--- src/rtl/xzre_pkg.sv ---
// ----------------------------------------------------------------------------
// xzre_pkg
// Shared types, constants and control structs for the xor zero-run encoder.
// ----------------------------------------------------------------------------
package xzre_pkg;

  localparam int unsigned MemSpan  = 4096;
  localparam int unsigned RunW     = $clog2(MemSpan + 1);
  localparam int unsigned RunChunk = 256;

  localparam logic [1:0] ActBegin = 2'd0;
  localparam logic [1:0] ActData  = 2'd1;
  localparam logic [1:0] ActEnd   = 2'd2;

  localparam logic [1:0] SelHdr  = 2'd0;
  localparam logic [1:0] SelZero = 2'd1;
  localparam logic [1:0] SelCnt  = 2'd2;
  localparam logic [1:0] SelByte = 2'd3;

  typedef struct packed {
    logic [1:0]  action;
    logic [7:0]  current_byte;
    logic [7:0]  original_byte;
    logic        original_valid;
    logic [31:0] image_length;
  } in_item_t;

  typedef struct packed {
    logic [7:0] out_byte;
    logic       last_of_run;
  } out_item_t;

  typedef struct packed {
    logic       load_len;
    logic       clr_run;
    logic       inc_run;
    logic       load_ch;
    logic       emit;
    logic [1:0] sel;
    logic       hdr_next;
    logic       run_sub;
  } cmd_t;

  typedef struct packed {
    logic ch_zero;
    logic run_zero;
    logic run_le_chunk;
    logic hdr_last;
    logic slot_free;
  } stat_t;

endpackage

--- src/rtl/xor_zero_run_encoder.sv ---
// ----------------------------------------------------------------------------
// xor_zero_run_encoder
// Compresses a memory image against its original as xor bytes and zero runs.
// ----------------------------------------------------------------------------
// An item is taken while the encoder is idle. A zero data byte, an end item
// or an unknown action produces nothing and leaves the encoder idle. A begin
// item writes the four-byte big-endian length header. A nonzero data byte
// after a pending run of n zeros writes ceil(n/256) run pairs, each a zero
// byte and a count byte, and then the byte; input is stalled meanwhile.
// Each output byte waits until the single output register is free, so a
// stalled consumer holds the encoder. Zero runs saturate at 4096 bytes.
module xor_zero_run_encoder (
  input  logic                clk_i,
  input  logic                rst_ni,
  input  logic                in_valid_i,
  output logic                in_stall_o,
  input  xzre_pkg::in_item_t  in_i,
  output logic                out_valid_o,
  input  logic                out_stall_i,
  output xzre_pkg::out_item_t out_o
);

  xzre_pkg::cmd_t  cmd;
  xzre_pkg::stat_t stat;

  xzre_ctrl u_ctrl (
    .clk_i      (clk_i),
    .rst_ni     (rst_ni),
    .in_valid_i (in_valid_i),
    .action_i   (in_i.action),
    .in_stall_o (in_stall_o),
    .stat_i     (stat),
    .cmd_o      (cmd)
  );

  xzre_dpath u_dpath (
    .clk_i       (clk_i),
    .rst_ni      (rst_ni),
    .in_i        (in_i),
    .cmd_i       (cmd),
    .stat_o      (stat),
    .out_stall_i (out_stall_i),
    .out_valid_o (out_valid_o),
    .out_o       (out_o)
  );

endmodule

--- src/rtl/xzre_dpath.sv ---
// ----------------------------------------------------------------------------
// xzre_dpath
// Datapath: header length, pending byte, zero-run count and output register.
// ----------------------------------------------------------------------------
module xzre_dpath (
  input  logic                clk_i,
  input  logic                rst_ni,
  input  xzre_pkg::in_item_t  in_i,
  input  xzre_pkg::cmd_t      cmd_i,
  output xzre_pkg::stat_t     stat_o,
  input  logic                out_stall_i,
  output logic                out_valid_o,
  output xzre_pkg::out_item_t out_o
);

  localparam logic [xzre_pkg::RunW-1:0] Chunk = xzre_pkg::RunW'(xzre_pkg::RunChunk);
  localparam logic [xzre_pkg::RunW-1:0] Span  = xzre_pkg::RunW'(xzre_pkg::MemSpan);
  localparam logic [xzre_pkg::RunW-1:0] One   = xzre_pkg::RunW'(1);

  logic [31:0]               len_q;
  logic [7:0]                ch_q;
  logic [7:0]                ch_in;
  logic [xzre_pkg::RunW-1:0] run_q, run_d;
  logic [1:0]                hdr_q;
  logic                      out_valid_q, out_valid_d;
  xzre_pkg::out_item_t       out_q, out_d;
  logic                      run_ge_chunk;
  logic [7:0]                hdr_byte;

  assign ch_in        = in_i.original_valid ? (in_i.current_byte ^ in_i.original_byte)
                                            : in_i.current_byte;
  assign run_ge_chunk = (run_q >= Chunk);

  assign stat_o.ch_zero      = (ch_in == 8'd0);
  assign stat_o.run_zero     = (run_q == '0);
  assign stat_o.run_le_chunk = (run_q <= Chunk);
  assign stat_o.hdr_last     = (hdr_q == 2'd3);
  assign stat_o.slot_free    = !out_valid_q || !out_stall_i;

  always_comb begin
    unique case (hdr_q)
      2'd0:    hdr_byte = len_q[31:24];
      2'd1:    hdr_byte = len_q[23:16];
      2'd2:    hdr_byte = len_q[15:8];
      default: hdr_byte = len_q[7:0];
    endcase
  end

  always_comb begin
    run_d = run_q;
    if (cmd_i.clr_run) begin
      run_d = '0;
    end else if (cmd_i.inc_run) begin
      if (run_q < Span) begin
        run_d = run_q + One;
      end
    end else if (cmd_i.run_sub) begin
      run_d = run_ge_chunk ? (run_q - Chunk) : '0;
    end
  end

  always_comb begin
    out_d = out_q;
    unique case (cmd_i.sel)
      xzre_pkg::SelHdr: begin
        out_d.out_byte    = hdr_byte;
        out_d.last_of_run = (hdr_q == 2'd3);
      end
      xzre_pkg::SelZero: begin
        out_d.out_byte    = 8'd0;
        out_d.last_of_run = 1'b0;
      end
      xzre_pkg::SelCnt: begin
        out_d.out_byte    = run_ge_chunk ? 8'hff : (run_q[7:0] - 8'd1);
        out_d.last_of_run = 1'b0;
      end
      default: begin
        out_d.out_byte    = ch_q;
        out_d.last_of_run = 1'b1;
      end
    endcase
  end

  always_comb begin
    out_valid_d = out_valid_q;
    if (cmd_i.emit) begin
      out_valid_d = 1'b1;
    end else if (!out_stall_i) begin
      out_valid_d = 1'b0;
    end
  end

  always_ff @(posedge clk_i or negedge rst_ni) begin
    if (!rst_ni) begin
      run_q       <= '0;
      hdr_q       <= 2'd0;
      out_valid_q <= 1'b0;
    end else begin
      run_q       <= run_d;
      out_valid_q <= out_valid_d;
      if (cmd_i.load_len) begin
        hdr_q <= 2'd0;
      end else if (cmd_i.hdr_next) begin
        hdr_q <= hdr_q + 2'd1;
      end
    end
  end

  always_ff @(posedge clk_i) begin
    if (cmd_i.load_len) begin
      len_q <= in_i.image_length;
    end
    if (cmd_i.load_ch) begin
      ch_q <= ch_in;
    end
    if (cmd_i.emit) begin
      out_q <= out_d;
    end
  end

  assign out_valid_o = out_valid_q;
  assign out_o       = out_q;

endmodule

--- src/rtl/xzre_ctrl.sv ---
// ----------------------------------------------------------------------------
// xzre_ctrl
// Controller: accepts items and sequences header, run pairs and literal byte.
// ----------------------------------------------------------------------------
module xzre_ctrl (
  input  logic            clk_i,
  input  logic            rst_ni,
  input  logic            in_valid_i,
  input  logic [1:0]      action_i,
  output logic            in_stall_o,
  input  xzre_pkg::stat_t stat_i,
  output xzre_pkg::cmd_t  cmd_o
);

  localparam logic [2:0] StIdle  = 3'd0;
  localparam logic [2:0] StHdr   = 3'd1;
  localparam logic [2:0] StRZero = 3'd2;
  localparam logic [2:0] StRCnt  = 3'd3;
  localparam logic [2:0] StByte  = 3'd4;

  logic [2:0] state_q, state_d;
  logic       accept;

  assign in_stall_o = (state_q != StIdle);
  assign accept     = in_valid_i && (state_q == StIdle);

  always_comb begin
    state_d = state_q;
    cmd_o   = '0;
    cmd_o.sel = xzre_pkg::SelHdr;
    unique case (state_q)
      StIdle: begin
        if (accept) begin
          unique case (action_i)
            xzre_pkg::ActBegin: begin
              cmd_o.load_len = 1'b1;
              cmd_o.clr_run  = 1'b1;
              state_d        = StHdr;
            end
            xzre_pkg::ActEnd: begin
              cmd_o.clr_run = 1'b1;
            end
            xzre_pkg::ActData: begin
              if (stat_i.ch_zero) begin
                cmd_o.inc_run = 1'b1;
              end else begin
                cmd_o.load_ch = 1'b1;
                state_d       = stat_i.run_zero ? StByte : StRZero;
              end
            end
            default: begin
            end
          endcase
        end
      end
      StHdr: begin
        cmd_o.sel = xzre_pkg::SelHdr;
        if (stat_i.slot_free) begin
          cmd_o.emit     = 1'b1;
          cmd_o.hdr_next = 1'b1;
          if (stat_i.hdr_last) begin
            state_d = StIdle;
          end
        end
      end
      StRZero: begin
        cmd_o.sel = xzre_pkg::SelZero;
        if (stat_i.slot_free) begin
          cmd_o.emit = 1'b1;
          state_d    = StRCnt;
        end
      end
      StRCnt: begin
        cmd_o.sel = xzre_pkg::SelCnt;
        if (stat_i.slot_free) begin
          cmd_o.emit    = 1'b1;
          cmd_o.run_sub = 1'b1;
          state_d       = stat_i.run_le_chunk ? StByte : StRZero;
        end
      end
      StByte: begin
        cmd_o.sel = xzre_pkg::SelByte;
        if (stat_i.slot_free) begin
          cmd_o.emit = 1'b1;
          state_d    = StIdle;
        end
      end
      default: begin
        state_d = StIdle;
      end
    endcase
  end

  always_ff @(posedge clk_i or negedge rst_ni) begin
    if (!rst_ni) begin
      state_q <= StIdle;
    end else begin
      state_q <= state_d;
    end
  end

endmodule
--- config.mk ---
export PLATFORM = sky130hd
export DESIGN_NAME = xor_zero_run_encoder
export DESIGN_NICKNAME = d
export VERILOG_FILES = /design/src/rtl/xzre_pkg.sv /design/src/rtl/xor_zero_run_encoder.sv /design/src/rtl/xzre_dpath.sv /design/src/rtl/xzre_ctrl.sv
export SDC_FILE = /design/constraint.sdc
export NUM_CORES = 1
export LEC_CHECK = 0
export BUFFER_PORTS_ARGS = -buffer_cell sky130_fd_sc_hd__buf_2
export CAP_MARGIN = 20
export CELL_PAD_IN_SITES_DETAIL_PLACEMENT = 0
export CELL_PAD_IN_SITES_GLOBAL_PLACEMENT = 1
export CORE_MARGIN = 5
export CORE_UTILIZATION = 39
export CTS_CLUSTER_DIAMETER = 150
export DETAILED_ROUTE_END_ITERATION = 12
export GPL_TIMING_DRIVEN = 1
export PLACE_DENSITY = 0.81
export REMOVE_ABC_BUFFERS = 1
export SLEW_MARGIN = 10
export SYNTH_ARGS = -nofsm -noshare
export SYNTH_HDL_FRONTEND = slang
export SYNTH_HIERARCHICAL = 1
export SYNTH_SLANG_ARGS = --single-unit
export TNS_END_PERCENT = 100
--- constraint.sdc ---
create_clock -name clk_i -period 2.3 [get_ports clk_i]
set_input_delay 0.575 -clock clk_i [delete_from_list [all_inputs] [get_ports clk_i]]
set_output_delay 0.575 -clock clk_i [all_outputs]
set_load 0.05 [all_outputs]
Yosys cells after proc, flatten, opt, wreduce, memory -nomap -nowiden
Index checks and enable logic that the tools add are counted.
{"block": "classes", "n_addsub": 4, "multipliers": 0, "div": 0, "order_cmp": 3, "eq_ne": 21, "shifts": 0, "n_mux": 35, "bitwise": 1, "n_reduce_logical": 16}
{"op": "2-to-1 mux 13 bit", "n": 5}
{"op": "2-to-1 mux 3 bit", "n": 9}
{"op": "one-hot mux 9 bit (3 select lines)", "n": 1}
{"op": "one-hot mux 8 bit (3 select lines)", "n": 1}
{"op": "2-to-1 mux 8 bit", "n": 2}
{"op": "one-hot mux 3 bit (5 select lines)", "n": 1}
{"op": "adder 13 x 1 -> 13 bit, second input constant", "n": 1}
{"op": "greater-or-equal comparator 13 x 9 -> 1 bit, second input constant", "n": 1}
{"op": "less-or-equal comparator 13 x 9 -> 1 bit, second input constant", "n": 1}
{"op": "zero test 13 bit", "n": 1}
{"op": "< comparator 13 bit, second input constant", "n": 1}
{"op": "subtractor 13 x 9 -> 13 bit, second input constant", "n": 1}
{"op": "one-hot mux 3 bit (4 select lines)", "n": 1}
{"op": "!= test 2 bit, second input constant", "n": 5}
{"op": "2-to-1 mux 1 bit", "n": 9}
{"op": "equality test 2 bit, second input constant", "n": 4}
{"op": "zero test 8 bit", "n": 1}
{"op": "2-to-1 mux 4 bit", "n": 2}
{"op": "AND reduction 8 bit", "n": 1}
{"op": "subtractor 8 x 1 -> 8 bit, second input constant", "n": 1}
{"op": "bitwise XOR 8 bit", "n": 1}
{"op": "equality test 2 x 1 -> 1 bit, second input constant", "n": 3}
{"op": "equality test 3 x 2 -> 1 bit, second input constant", "n": 2}
{"op": "zero test 2 bit", "n": 3}
{"op": "16 further kinds", "n": 22}
{"block": "totals", "reg_bits": 68, "latchBits": 0, "mem_bits_rw": 0, "rom_bits": 0, "input_bits": 55, "output_inout_bits": 11, "word_cells": 88, "memories": 0}

Depth between registers and ports, before layout
{"block": "logic_depth", "ltp_word": 9, "ltp_mapped": 12, "depth_no_buf": 10}

Modules after synthesis
The synthesis kept the hierarchy.
{"module": "xzre_dpath", "instances": 1, "cells_per_inst": 289, "area_per_inst_um2": 3280.6, "seq_area_each_um2": 1871.8}
{"module": "xzre_ctrl", "instances": 1, "cells_per_inst": 45, "area_per_inst_um2": 332.8, "seq_area_each_um2": 75.1}

Worst setup path before layout
Ideal clock, no wire load.
{"block": "synth_timing", "path_type": "input -> register", "from": "in in_i[32] in the netlist's numbering", "to": "reg u_dpath/run_q[11] in the netlist's numbering", "setup_ns": 0.120, "arrival_time_ns": 2.746, "t_required_ns": 2.180, "slack_ns": -0.566, "path_stages": 12, "n_path_buf": 2, "cell_sequence": "clkbuf_1 > nand2_1 > xnor2_1 > nor4_1 > and2_1 > inv_1 > nor3_1 > nor2b_1 > clkbuf_1 > and3_1 > a2111oi_0 > a41o_1"}
{"item": "start: declaration", "line_no": "xor_zero_run_encoder.sv:17", "rtl": "input xzre_pkg::in_item_t in_i,"}
{"item": "end signal: assignment", "line_no": "xzre_dpath.sv:99", "rtl": "run_q <= run_d;"}
{"item": "end: declaration", "line_no": "xzre_dpath.sv:23", "rtl": "logic [xzre_pkg::RunW-1:0] run_q, run_d;"}

==> reports/summary.txt <==
LAYOUT
------------------------------------------------------------------------------------
Commonest cells after routing, fill and taps aside                      buf_2 (63), edfxtp_1 (49), nand2_1 (36)
Final net count                                                                  491
Layout cells sized above 1                                                     0.323
Footprint of the flip-flops and latches                                    1950 um^2
Multi-input gate area                                                      1590 um^2
Filler Cells Inserted                                                            812
Antenna cell count                                                                 0
Growth of design area from synthesis to finish                                 25.9%
Post-route design area                                                     4550 um^2
Leading cell type in the layout, fill and taps excluded                        buf_2

CRITICAL PATH
------------------------------------------------------------------------------------
Worst reg2reg path depth                                                           8
CP startpoint                                                               in_i[32]
Endpoint kind of the worst setup timing path                               flip-flop
Number of buffer and inverter stages on the critical path                          4
Gate family responsible for the most delay along the worst path         simple AND/OR/NAND/NOR gates
Beginning of the worst register-to-register path                        u_ctrl/state_q[2]
Top fanout value on the critical path                                              8
Worst path arrival time                                                      2.45 ns
Critical-path top delay cell                                                  nor4_1
Path length in cells of the critical path                                         13
Startpoint types                                                          input port
Type of the setup path with the least slack                             input port to flip-flop
Stage delay of the slowest cell on the critical path                         0.27 ns
Crit path required time                                                      2.55 ns
Cell seen most often among critical-path stages                                buf_4
Cell breakdown of the critical path                                     buf_12 -> nand2_2 -> xnor2_2 -> nor4_1 -> and2_1 -> inv_1 -> nor3_2 -> buf_4 -> nor2b_1 -> buf_4 -> and3_4 -> a31oi_2 -> o31ai_1

TIMING
------------------------------------------------------------------------------------
Clk_skew                                                                  0.00777 ns
F_max                                                                      0.456 GHz
Final setup violation count                                                        0
Final critical-path share of the clock period                                  0.954
Slew at the pin with the worst max-slew slack                               0.629 ns
Max-slew headroom                                                              0.581
Number of hold violations in the final report                                      0
Final max-slew violation count                                                     0
Worst Hold Slack                                                            0.168 ns
Unrepaired setup endpoints after global routing                                 true
Min Tclk post-route                                                          2.19 ns

LOGIC SYNTHESIS
------------------------------------------------------------------------------------
Number of flops mapped to enable cells by yosys                                   49
Syn Inst Count                                                                   334
#FFs+latches synth                                                                68
Total of warnings raised by yosys                                                  6
Fraction of post-synthesis cell area in the top cell type by area              0.407
Cell types with the largest area share after synthesis                  edfxtp_1 (41%), dfrtp_1 (13%), nand2_1 (4.2%)
Sequential share of the synthesized area                                       0.539
Mapped cell area                                                           3610 um^2
Synthesized area divided by synthesized cell count                         10.8 um^2
Share of flip-flops with an asynchronous set or reset after synthesis          0.279
Most used DFF post-synth                                                    edfxtp_1
Synth area leader                                                           edfxtp_1
Distinct cells, synth                                                             51

GLOBAL ROUTE
------------------------------------------------------------------------------------
Number of antenna violations at the first check in global routing                  0
Vias in the first global route                                                  2865
First-pass GRT wire length                                                   14.3 mm
GRT Util Overall                                                               0.163
Overall overflow remaining after global route                                      0
Pin count of the biggest net entering global routing                              35

PLACED DESIGN
------------------------------------------------------------------------------------
Port bufs                                                                         65
Final estimated routing congestion in global placement                         0.839
Final HPWL DP                                                                6.73 mm
Post-placement cell area                                                   4240 um^2

WORST HOLD PATH
------------------------------------------------------------------------------------
Path type of the worst min-delay path                                   input port to async pin

RUN STATUS
------------------------------------------------------------------------------------
Result of the run                                                          completed

CLOCKING
------------------------------------------------------------------------------------
Count of hold-fix buffers inserted at cts                                          0
Clock tree from TritonCTS                                                        yes
CTS Root Buffer Type                                                        clkbuf_8
# H-tree levels                                                                    3
Clock insertion delay at the later pin of the skew report                    0.35 ns
Register clock-pin slew on the reported worst setup and hold paths           0.07 ns
Number of buffers on the longest clock path                                        2
Clock buffers created by TritonCTS                                                 9
Number of clock sinks seen by CTS                                                 68

POWER
------------------------------------------------------------------------------------
Switching share of power                                                       0.425
Combinational share of power                                                   0.461
Switching power                                                              2.18 mW
IR Drop Worst-Case VDD                                                    0.000796 V
Clock share of power                                                           0.192
Cell area power density                                                 1130 nW/um^2
Power share of the sequential group                                            0.347
Internal power                                                               2.94 mW
LEAKAGE                                                                      1.87 nW

DRT
------------------------------------------------------------------------------------
Highest metal used                                                              met4
Drc violations                                                                     0
DRC marker count from the first detailed-route iteration                         157
Routed wire length                                                           8.84 mm
Routed via count                                                                2943
Vias per inst                                                                   5.44
Antenna-violating nets left                                                        0
Mean routed wirelength per cell                                              16.3 um
DRT met1 WL                                                                  3.93 mm
Number of iterations in the first detailed-routing pass                            5
Routed length on met2                                                        4.39 mm
Wire length on met3                                                           434 um

DIE
------------------------------------------------------------------------------------
Area of the core                                                           9150 um^2
Number of primary I/O pins                                                        66
Row count                                                                         35
Die height                                                                    106 um
Initial Util                                                                   0.395
Die Footprint                                                             11300 um^2
Die width                                                                     106 um

FLOW RUN
------------------------------------------------------------------------------------
MaxCap Viol Count                                                                  0

## flip-flops by register name, summed over array words and instances (netlist names)
register,cells
u_dpath/out_valid_o,1
u_dpath/out_o,9
u_dpath/ch_q,8
u_dpath/len_q,32
u_dpath/run_q,13
u_ctrl/state_q,3
u_dpath/hdr_q,2
## power groups by stage
stage | Sequential, mW | Clock, mW | Combinational (mW)
finish | 1.77 | 0.984 | 2.36
global route | 1.80 | 1.07 | 2.57
CTS | 1.77 | 1.01 | 2.34
detailed placement | 1.80 | 0 | 2.33
global placement | 1.79 | 0 | 2.30
floorplan | 2.12 | 0 | 1.23
## routing by layer
layer	GRT usage	up-vias
li1	-	1426
met5	0	-
met1	0.220	1417
met2	0.267	92
met4	0.0407	0
met3	0.0340	8
## per-stage QoR
step | power [mW] | worst slack [ns] | instances | util | TNS [ns]
4_1_cts | 5.12 | 0.0273 | 540 | 0.487 | 0
6_report | 5.12 | 0.107 | 541 | 0.497 | 0
2_1_floorplan | 3.35 | -0.845 | 314 | - | -26.57
3_3_place_gp | 4.09 | -0.442 | 523 | 0.463 | -4.82
5_1_grt | 5.44 | -0.0489 | 541 | 0.497 | -0.0797
3_5_place_dp | 4.13 | -0.461 | 523 | 0.463 | -4.84
## final timing paths
path	end	slack, ns
max in group asynchronous	u_dpath/hdr_q[0]	1.82
min in group clk_i	u_dpath/len_q[24]	0.39
worst min-delay path	u_dpath/run_q[2]	0.17
worst max-delay path	u_dpath/run_q[12]	0.11
worst min register to register	u_dpath/out_o[3]	0.59
worst max register to register	u_dpath/run_q[12]	0.22
## cells in the mapped netlist (all sizes together) (4+ instances only)
master and n:
ha 11, a21oi 10, a21boi 4, inv 16, o41ai 6, and2 4
xnor2 11, nor3 9, nand2 41, a311oi 6, o21ai 22, edfxtp 49
a222oi 8, nor4 5, and3 8, dfrtp 19, a31oi 10, nor2b 8
nand3 6, nor2 20, clkbuf 12, buf 8, nand2b 7
## layout make-up
type / instances / area share
flip-flops and latches: 68 / 0.428
multi-input cells: 230 / 0.349
repair buffers: 100 / 0.136
well taps: 111 / 0.0305
clock buffers: 9 / 0.0272
clock inverters: 7 / 0.0165
inverters: 16 / 0.0132
## logic make-up (layout without fill, tap and decap cells)
kind of cell	count (synthesis)	after routing	share of synthesized area
compound gates	82	82	0.162
xor+xnor	14	14	0.0339
fa+ha+maj	11	11	0.0381
buf+inv	36	132	0.0443
flops	68	68	0.539
mux	1	1	0.00277
simple gates	122	122	0.180
## timing repair
action / 4_1_cts / 5_1_grt
pin swaps: 2 / 8
setup endpoints to repair: 7 / 13
resized for setup: 4 / 17
gates cloned: 0 / 0
hold endpoints to repair: 0 / 0
setup buffers: 1 / 1
No activity file was read; power rests on OpenSTA's default activity.
